--- src/rtl/cds_pkg.sv ---
`timescale 1ns / 1ps

package cds_pkg;

  localparam int RATE_W     = 32;
  localparam int STAGES     = RATE_W;  // one quotient bit per divider stage
  localparam int DIV_W      = 10;      // widest divisor the split logic handles
  localparam int PRE_MAX    = 8;
  localparam int POST_MAX   = 64;
  localparam int REG_COUNT  = 8;
  localparam int REG_IDX_W  = 4;
  localparam int PAR_W      = 3;
  localparam int PRE_W      = 3;
  localparam int POST_W     = 6;
  localparam int IN_DATA_W  = 32;
  localparam int OUT_DATA_W = 80;

  localparam logic [PAR_W-1:0] REMAP_PARENT = 3'd6;

  typedef enum logic [1:0] {
    ST_IDLE,
    ST_RUN,
    ST_DRAIN,
    ST_DONE
  } state_e;

  // Candidate identity carried alongside the division
  typedef struct packed {
    logic [PAR_W-1:0]  parent;
    logic [PRE_W-1:0]  pre_code;
    logic [POST_W-1:0] post_code;
  } tag_t;

  typedef struct packed {
    logic              ok;
    logic [PRE_W-1:0]  pre_code;
    logic [POST_W-1:0] post_code;
  } split_t;

  typedef struct packed {
    logic [PAR_W-1:0]  parent;
    logic [PRE_W-1:0]  pre_code;
    logic [POST_W-1:0] post_code;
    logic [RATE_W-1:0] rate;
    logic [RATE_W-1:0] err;
  } best_t;

  // First pre in 1..8 that divides d with a quotient of at most 64.
  // Quotients by 3, 5, 6 and 7 use reciprocal multiplies that are exact up to 512.
  function automatic split_t split_div(logic [DIV_W-1:0] d);
    split_t             r;
    logic [DIV_W-1:0]   q [PRE_MAX];
    logic [DIV_W+11:0]  m3;
    logic [DIV_W+11:0]  m5;
    logic [DIV_W+11:0]  m7;
    logic [DIV_W+3:0]   back;
    logic               found;
    m3 = (DIV_W+12)'(d) * (DIV_W+12)'(683);
    m5 = (DIV_W+12)'(d) * (DIV_W+12)'(205);
    m7 = (DIV_W+12)'(d) * (DIV_W+12)'(293);
    q[0] = d;
    q[1] = d >> 1;
    q[2] = DIV_W'(m3 >> 11);
    q[3] = d >> 2;
    q[4] = DIV_W'(m5 >> 10);
    q[5] = DIV_W'(m3 >> 12);
    q[6] = DIV_W'(m7 >> 11);
    q[7] = d >> 3;
    r     = '0;
    found = 1'b0;
    for (int i = 0; i < PRE_MAX; i++) begin
      back = (DIV_W+4)'(q[i]) * (DIV_W+4)'(i + 1);
      if (!found && back == (DIV_W+4)'(d) && q[i] != '0 &&
          q[i] <= DIV_W'(POST_MAX)) begin
        found       = 1'b1;
        r.ok        = 1'b1;
        r.pre_code  = PRE_W'(i);
        r.post_code = POST_W'(q[i] - DIV_W'(1));
      end
    end
    return r;
  endfunction

endpackage

--- src/rtl/cds_div_pipe.sv ---
`timescale 1ns / 1ps

module cds_div_pipe #(
  parameter int DW = 10
) (
  input  logic                          clk_i,
  input  logic                          rst_ni,
  input  logic                          in_valid_i,
  input  logic [cds_pkg::RATE_W-1:0]    dividend_i,
  input  logic [DW-1:0]                 divisor_i,
  input  cds_pkg::tag_t                 tag_i,
  output logic                          out_valid_o,
  output logic [cds_pkg::RATE_W-1:0]    quot_o,
  output cds_pkg::tag_t                 tag_o
);

  localparam int N = cds_pkg::STAGES;
  localparam int W = cds_pkg::RATE_W;

  logic                vld_q [N];
  logic [DW-1:0]       rem_q [N];
  logic [W-1:0]        nq_q  [N];  // dividend bits shift out the top, quotient bits in
  logic [DW-1:0]       dv_q  [N];
  cds_pkg::tag_t       tag_q [N];

  for (genvar k = 0; k < N; k++) begin : g_stage
    logic          src_vld;
    logic [DW-1:0] src_rem;
    logic [W-1:0]  src_nq;
    logic [DW-1:0] src_dv;
    cds_pkg::tag_t src_tag;
    logic [DW:0]   part;
    logic          take;

    if (k == 0) begin : g_first
      assign src_vld = in_valid_i;
      assign src_rem = '0;
      assign src_nq  = dividend_i;
      assign src_dv  = divisor_i;
      assign src_tag = tag_i;
    end else begin : g_next
      assign src_vld = vld_q[k-1];
      assign src_rem = rem_q[k-1];
      assign src_nq  = nq_q[k-1];
      assign src_dv  = dv_q[k-1];
      assign src_tag = tag_q[k-1];
    end

    assign part = {src_rem, src_nq[W-1]};
    assign take = part >= {1'b0, src_dv};

    always_ff @(posedge clk_i or negedge rst_ni) begin
      if (!rst_ni) begin
        vld_q[k] <= 1'b0;
      end else begin
        vld_q[k] <= src_vld;
      end
    end

    always_ff @(posedge clk_i) begin
      rem_q[k] <= take ? DW'(part - {1'b0, src_dv}) : part[DW-1:0];
      nq_q[k]  <= {src_nq[W-2:0], take};
      dv_q[k]  <= src_dv;
      tag_q[k] <= src_tag;
    end
  end

  assign out_valid_o = vld_q[N-1];
  assign quot_o      = nq_q[N-1];
  assign tag_o       = tag_q[N-1];

endmodule

--- src/rtl/cds_best.sv ---
`timescale 1ns / 1ps

module cds_best (
  input  logic                          clk_i,
  input  logic                          rst_ni,
  input  logic                          start_i,
  input  logic [cds_pkg::RATE_W-1:0]    rate0_i,
  input  logic [cds_pkg::RATE_W-1:0]    target_i,
  input  logic                          res_valid_i,
  input  logic [cds_pkg::RATE_W-1:0]    res_quot_i,
  input  cds_pkg::tag_t                 res_tag_i,
  output cds_pkg::best_t                best_o,
  output logic                          exact_o
);

  cds_pkg::best_t                best_q, best_d;
  logic                          exact_q, exact_d;
  logic [cds_pkg::RATE_W-1:0]    err;
  logic                          better;

  assign err    = (res_quot_i > target_i) ? res_quot_i - target_i : target_i - res_quot_i;
  assign better = res_valid_i && (err < best_q.err);

  always_comb begin
    best_d  = best_q;
    exact_d = exact_q;
    if (start_i) begin
      // Fallback of input 0 divided by 1 with the worst error; any real hit with a lower error beats it
      best_d.parent    = '0;
      best_d.pre_code  = '0;
      best_d.post_code = '0;
      best_d.rate      = rate0_i;
      best_d.err       = '1;
      exact_d          = 1'b0;
    end else if (better) begin
      best_d.parent    = res_tag_i.parent;
      best_d.pre_code  = res_tag_i.pre_code;
      best_d.post_code = res_tag_i.post_code;
      best_d.rate      = res_quot_i;
      best_d.err       = err;
      exact_d          = (err == '0);
    end
  end

  always_ff @(posedge clk_i or negedge rst_ni) begin
    if (!rst_ni) begin
      exact_q <= 1'b0;
    end else begin
      exact_q <= exact_d;
    end
  end

  always_ff @(posedge clk_i) begin
    best_q <= best_d;
  end

  assign best_o  = best_q;
  assign exact_o = exact_q;

endmodule

--- src/rtl/clock_divider_search.sv ---
`timescale 1ns / 1ps
// Channel   Direction  Payload
// s_axis    in         tdata[31:0] target frequency
// m_axis    out        tdata[79:0] parent_sel, pre_div_code, post_div_code,
//                                  achieved_hz, error_hz
// cfg       in         cfg_index_i selects parent_rate_0..7, cfg_data_i value
//
// One search steps one parent/divisor pair per cycle and feeds each splittable
// divisor into a 32-stage restoring divider. The result enters the output register
// after the walk over NUM_PARENTS * MAX_DIVISOR pairs and the divider drain, and the
// next input can be taken as it appears; an exact match stops the walk early.
// Input is taken only while idle; the result waits in the output register and a
// new target can be taken while it is stalled. Reset clears the rate registers.

module clock_divider_search #(
  parameter int NUM_PARENTS = 8,
  parameter int MAX_DIVISOR = 512
) (
  input  logic                               clk_i,
  input  logic                               rst_ni,
  input  logic                               s_axis_tvalid_i,
  output logic                               s_axis_tready_o,
  input  logic [cds_pkg::IN_DATA_W-1:0]      s_axis_tdata_i,  // target frequency
  output logic                               m_axis_tvalid_o,
  input  logic                               m_axis_tready_i,
  // parent_sel[2:0], pre_div_code[5:3], post_div_code[11:6], achieved_hz[43:12],
  // error_hz[75:44], zero[79:76]
  output logic [cds_pkg::OUT_DATA_W-1:0]     m_axis_tdata_o,
  input  logic                               cfg_we_i,
  input  logic [cds_pkg::REG_IDX_W-1:0]      cfg_index_i,
  input  logic [cds_pkg::RATE_W-1:0]         cfg_data_i
);

  localparam int DW  = $clog2(MAX_DIVISOR + 1);
  localparam int DRW = $clog2(cds_pkg::STAGES);

  cds_pkg::state_e                 state_q, state_d;
  logic [cds_pkg::PAR_W-1:0]       p_q, p_d;
  logic [DW-1:0]                   d_q, d_d;
  logic [DRW-1:0]                  drain_q, drain_d;
  logic [cds_pkg::RATE_W-1:0]      rate_q [cds_pkg::REG_COUNT];
  logic [cds_pkg::RATE_W-1:0]      target_q;
  logic                            m_valid_q, m_valid_d;
  logic [cds_pkg::OUT_DATA_W-1:0]  m_data_q;

  logic                            in_fire;
  logic                            issue;
  logic                            start;
  logic                            load_out;
  cds_pkg::split_t                 split;
  cds_pkg::tag_t                   issue_tag;
  logic                            div_vld;
  logic [cds_pkg::RATE_W-1:0]      div_quot;
  cds_pkg::tag_t                   div_tag;
  cds_pkg::best_t                  best;
  logic                            exact;
  logic [cds_pkg::PAR_W-1:0]       sel_out;

  assign s_axis_tready_o = (state_q == cds_pkg::ST_IDLE);
  assign in_fire         = s_axis_tvalid_i && s_axis_tready_o;

  assign split              = cds_pkg::split_div(cds_pkg::DIV_W'(d_q));
  assign issue_tag.parent    = p_q;
  assign issue_tag.pre_code  = split.pre_code;
  assign issue_tag.post_code = split.post_code;

  always_comb begin
    state_d  = state_q;
    p_d      = p_q;
    d_d      = d_q;
    drain_d  = drain_q;
    issue    = 1'b0;
    start    = 1'b0;
    load_out = 1'b0;
    case (state_q)
      cds_pkg::ST_IDLE: begin
        if (in_fire) begin
          start   = 1'b1;
          p_d     = '0;
          d_d     = DW'(1);
          state_d = cds_pkg::ST_RUN;
        end
      end
      cds_pkg::ST_RUN: begin
        if (exact) begin
          drain_d = '0;
          state_d = cds_pkg::ST_DRAIN;
        end else begin
          // skip divisors with no pre/post split
          issue = split.ok;
          if (d_q == DW'(MAX_DIVISOR)) begin
            d_d = DW'(1);
            if (p_q == cds_pkg::PAR_W'(NUM_PARENTS - 1)) begin
              drain_d = '0;
              state_d = cds_pkg::ST_DRAIN;
            end else begin
              p_d = p_q + 1'b1;
            end
          end else begin
            d_d = d_q + 1'b1;
          end
        end
      end
      cds_pkg::ST_DRAIN: begin
        // wait for the divider to empty and the last compare to land
        drain_d = drain_q + 1'b1;
        if (drain_q == DRW'(cds_pkg::STAGES - 1)) begin
          state_d = cds_pkg::ST_DONE;
        end
      end
      cds_pkg::ST_DONE: begin
        if (!m_valid_q || m_axis_tready_i) begin
          load_out = 1'b1;
          state_d  = cds_pkg::ST_IDLE;
        end
      end
      default: state_d = cds_pkg::ST_IDLE;
    endcase
  end

  always_ff @(posedge clk_i or negedge rst_ni) begin
    if (!rst_ni) begin
      state_q <= cds_pkg::ST_IDLE;
      p_q     <= '0;
      d_q     <= DW'(1);
      drain_q <= '0;
    end else begin
      state_q <= state_d;
      p_q     <= p_d;
      d_q     <= d_d;
      drain_q <= drain_d;
    end
  end

  always_ff @(posedge clk_i or negedge rst_ni) begin
    if (!rst_ni) begin
      for (int i = 0; i < cds_pkg::REG_COUNT; i++) begin
        rate_q[i] <= '0;
      end
    end else if (cfg_we_i && cfg_index_i < cds_pkg::REG_IDX_W'(cds_pkg::REG_COUNT)) begin
      rate_q[cfg_index_i[cds_pkg::PAR_W-1:0]] <= cfg_data_i;
    end
  end

  always_ff @(posedge clk_i) begin
    if (in_fire) begin
      target_q <= s_axis_tdata_i;
    end
  end

  cds_div_pipe #(
    .DW (DW)
  ) u_div (
    .clk_i       (clk_i),
    .rst_ni      (rst_ni),
    .in_valid_i  (issue),
    .dividend_i  (rate_q[p_q]),
    .divisor_i   (d_q),
    .tag_i       (issue_tag),
    .out_valid_o (div_vld),
    .quot_o      (div_quot),
    .tag_o       (div_tag)
  );

  cds_best u_best (
    .clk_i       (clk_i),
    .rst_ni      (rst_ni),
    .start_i     (start),
    .rate0_i     (rate_q[0]),
    .target_i    (target_q),
    .res_valid_i (div_vld),
    .res_quot_i  (div_quot),
    .res_tag_i   (div_tag),
    .best_o      (best),
    .exact_o     (exact)
  );

  assign sel_out   = (best.parent == cds_pkg::REMAP_PARENT) ? '0 : best.parent;
  assign m_valid_d = load_out ? 1'b1 : (m_axis_tready_i ? 1'b0 : m_valid_q);

  always_ff @(posedge clk_i or negedge rst_ni) begin
    if (!rst_ni) begin
      m_valid_q <= 1'b0;
    end else begin
      m_valid_q <= m_valid_d;
    end
  end

  always_ff @(posedge clk_i) begin
    if (load_out) begin
      m_data_q <= {4'b0, best.err, best.rate, best.post_code, best.pre_code, sel_out};
    end
  end

  assign m_axis_tvalid_o = m_valid_q;
  assign m_axis_tdata_o  = m_data_q;

`ifndef ASSERT_OFF
  a_accept_starts_run: assert property (@(posedge clk_i) disable iff (!rst_ni)
    in_fire |=> state_q == cds_pkg::ST_RUN)
    else $error("search did not start after input transfer");

  a_divisor_range: assert property (@(posedge clk_i) disable iff (!rst_ni)
    state_q == cds_pkg::ST_RUN |-> (d_q != '0 && d_q <= DW'(MAX_DIVISOR)))
    else $error("divisor counter out of range");

  a_idle_pipe_empty: assert property (@(posedge clk_i) disable iff (!rst_ni)
    state_q == cds_pkg::ST_IDLE |-> !div_vld)
    else $error("divider busy while idle");

  a_error_monotonic: assert property (@(posedge clk_i) disable iff (!rst_ni)
    (state_q != cds_pkg::ST_IDLE && $past(state_q) != cds_pkg::ST_IDLE)
      |-> best.err <= $past(best.err))
    else $error("best error grew during search");
`endif

endmodule
--- config.mk ---
export PLATFORM = sky130hd
export DESIGN_NAME = clock_divider_search
export DESIGN_NICKNAME = d
export VERILOG_FILES = /design/src/rtl/cds_pkg.sv /design/src/rtl/cds_div_pipe.sv /design/src/rtl/cds_best.sv /design/src/rtl/clock_divider_search.sv
export SDC_FILE = /design/constraint.sdc
export NUM_CORES = 2
export LEC_CHECK = 0
export BUFFER_PORTS_ARGS = -buffer_cell sky130_fd_sc_hd__clkbuf_2
export CORE_ASPECT_RATIO = 1.2
export CORE_UTILIZATION = 60
export CTS_BUF_LIST = sky130_fd_sc_hd__clkbuf_8 sky130_fd_sc_hd__clkbuf_16
export CTS_CLUSTER_DIAMETER = 200
export DETAILED_ROUTE_END_ITERATION = 8
export PLACE_DENSITY = 0.77
export REMOVE_ABC_BUFFERS = 1
export SYNTH_ARGS = -nofsm -noshare
export SYNTH_HDL_FRONTEND = slang
export SYNTH_SLANG_ARGS = --single-unit
--- constraint.sdc ---
create_clock -name clk_i -period 11.4 [get_ports clk_i]
set_clock_uncertainty 0.05 [all_clocks]
set_input_delay 1.14 -clock clk_i [delete_from_list [all_inputs] [get_ports clk_i]]
set_output_delay 1.14 -clock clk_i [all_outputs]
set_load 0.02 [all_outputs]
==> metrics.csv <==
metric;value;unit
Filler cells;10400;
Yosys top cell by area;dfxtp_1;
final cycle utilization of the critical path;79.0;%
largest net degree at the start of global routing;185;
largest family of logic cells by synthesized area;adder cells;
Final Hold Viols;0;
fin nets;8559;
most frequent CP cell;ha_1;
power per standard cell area;309;nW/um^2
area of the core;147000;um^2
setup tns final;0;ns
share of layout cells above drive strength 1;11.8;%
XOR/XNOR Fraction of Synth Area;2.43;%
number of synthesized flops with an enable pin;140;
Worst VDD drop;0.218;mV
die area;150000;um^2
Worst EP required;12.09;ns
die height;424;um
via count;53600;
antenna-violating nets left;0;
RD Place Congestion;0.940;
Total GRT Usage;25.8;%
Most Crowded Layer GR;met2;
Chip Width;353;um
share of the synthesized area in the top cell type;46.6;%
Slew HR;18.1;%
initial core utilization;60.5;%
DP Area;91600;um^2
Area Overhead vs Synth;11.7;%
Root Driver;clkbuf_16;
met3 Usage GRT;4.67;%
clk slew on worst S/H paths;0.07;ns
synthesized area;88900;um^2
fin util;67.6;%
fmax;0.111;GHz
design area;99300;um^2
TritonRoute pass-1 iters;6;
Hold Path Class;flip-flop to flip-flop;
worst slew pin tran;1.23;ns
initial antenna violation count;17;
FP Rows;154;
postcts setup bufs;0;
Num CTS Buffers;214;
CTS tree;done;
Residual DRC;0;
clock sink count;2522;
Worst Path Max Fanout;17;
final setup fails;0;
CTS Buffer Depth;3;
Detailed Place HPWL;133;mm
met1 Use GR;30.5;%
post-synthesis async set-or-reset flop share;12.3;%
Worst-Skew Late Latency;0.84;ns
synthesized area per cell;11.7;um^2
complex-gate fraction of the synthesized area;9.26;%
Seq/Total Area, Yosys;60.1;%
mux share of post-synthesis cell area;5.53;%
Adder-Cell Fraction of Synth Area;10.6;%
global-route wire length before repair;303;mm
Avg WL per Cell;19.3;um
#FFs+latches synth;2522;
Worst path max stage delay;0.56;ns
simple-gate share of the synthesized area;7.37;%
CTS Hold Buffers Added;0;
Ys Warns;0;
initial drt markers;3405;
Synth area leaders;dfxtp_1, dfrtp_1, ha_1;
io pins;155;
Worst path slowest cell;fa_1;
I/O Buffers;150;
met2 Use GR;46.5;%
status;finished, final reports clean;
Syn Inst Count;7590;
Max Transition Viols Final;0;
Max-Cap Viols;0;
RSZ-0062 raised after global routing;false;
crit start category;flip-flop;
vias in the first global route;55700;
Routed WL;192;mm
CP arrival;9.70;ns
H-tree depth;4;
DR vias/cell;5.40;
CTS resizes;0;
crit end category;flip-flop;
GRT overflow;0;
ys flop type;dfxtp_1;
minimum clock period;9.01;ns
Synth cell types;123;
Leak;43.5;nW
CP Class;flip-flop to flip-flop;
[flip-flops by register name, indices dropped and copies added (netlist names)]
signal,flops
u_div.g_stage.src_vld,31
drain_q,5
rate_q,256
u_div.nq_q,1024
u_best.exact_o,1
u_div.out_valid_o,1
d_q,10
u_best.best_o,76
u_div.rem_q,310
state_q,2
m_axis_tvalid_o,1
u_div.tag_q,384
u_div.dv_q,310
target_q,32
m_axis_tdata_o,76
p_q,3
[through the flow]
stage | hold slack, ns | setup WS, ns | instances | power (mW)
detailed placement | 0.262 | 2.55 | 9518 | 22.9
finish | 0.261 | 2.39 | 9924 | 30.7
global route | 0.267 | 1.83 | 9923 | 32.7
CTS | 0.262 | 2.44 | 9923 | 30.8
floorplan | 0.260 | 2.68 | 7383 | 20.0
global placement | 0.260 | 2.54 | 9518 | 22.5
[synth_stat cells (44+ instances only)]
library cell  instances
o21ai_0             431
xnor2_1             142
nor2b_1              90
a21boi_0             82
fa_1                 90
ha_1                612
nand2b_1             44
xor2_1              100
a21oi_1             248
mux2_2              259
dfxtp_1            2072
o31ai_1             139
a21o_1               50
nand4_1             100
mux2i_1              53
nor2_1              201
inv_1               860
o211ai_1             55
mux4_2               64
nand2_1             691
edfxtp_1            140
dfrtp_1             309
clkbuf_1            138
[cell families after synthesis]
| logic type | Yosys count |
|---|---|
| flops | 2522 |
| simple gates | 1386 |
| compound gates | 1280 |
| buf+inv | 1077 |
| fa+ha+maj | 702 |
| mux | 378 |
| xor+xnor | 244 |
| other cells | 1 |
[critical path, delay by kind of cell, from the launching register on]
family	cells	cell delay, ns
compound gates	11	2.43
fa+ha+maj	7	2.92
buf+inv	4	0.92
flops	1	0.32
mux	1	0.14
simple gates	5	2.11
[worst paths after layout]
check,slack (ns),cells after the start,startpoint,end
max in group asynchronous,9.19,2,rst_ni,rate_q[215]
min in group asynchronous,0.36,1,rst_ni,rate_q[101]
setup reg to reg,2.39,28,d_q[5],u_div.tag_q[0][0]
setup / recovery,2.39,28,d_q[5],u_div.tag_q[0][0]
hold reg to reg,0.26,0,u_div.nq_q[14][10],u_div.nq_q[14][43]
hold / removal,0.26,0,u_div.nq_q[14][10],u_div.nq_q[14][43]
[power by group]
part | switching [mW] | total (mW) | internal (mW) | leakage (nW)
clock | 3.26 | 7.73 | 4.48 | 3.93
sequential | 1.30 | 13.5 | 12.2 | 22.4
combinational | 5.64 | 9.43 | 3.79 | 17.2
total | 10.2 | 30.7 | 20.5 | 43.5
[per-layer routing]
layer / up-vias / part of all wire (%)
met5: - / 0.082
met4: 26 / 3.5
met3: 403 / 4.9
met2: 1204 / 51
met1: 26000 / 41
li1: 26000 / -
[layout make-up]
| type | count | area (um^2) | area share, % |
|---|---|---|---|
| diodes | 1 | 2.50 | 0.00252 |
| repair buffers | 185 | 1040 | 1.04 |
| inverters | 867 | 3260 | 3.28 |
| flip-flops and latches | 2522 | 53400 | 53.8 |
| clock buffers | 265 | 6170 | 6.21 |
| clock inverters | 140 | 1590 | 1.60 |
| well taps | 1950 | 2440 | 2.46 |
| multi-input cells | 3994 | 31400 | 31.6 |
[placed cells by master (no fill, tap or decap), types with 149 or more instances in the layout]
cell type	Yosys	layout
inv_1	860	896
nand2_1	691	689
dfxtp_1	2072	2072
nor2_1	201	200
o21ai_0	431	431
dfrtp_1	309	307
clkbuf_16	0	224
ha_1	612	612
mux2_2	259	259
clkbuf_2	0	149
a21oi_1	248	248
Power figures use the tool's default switching activity.
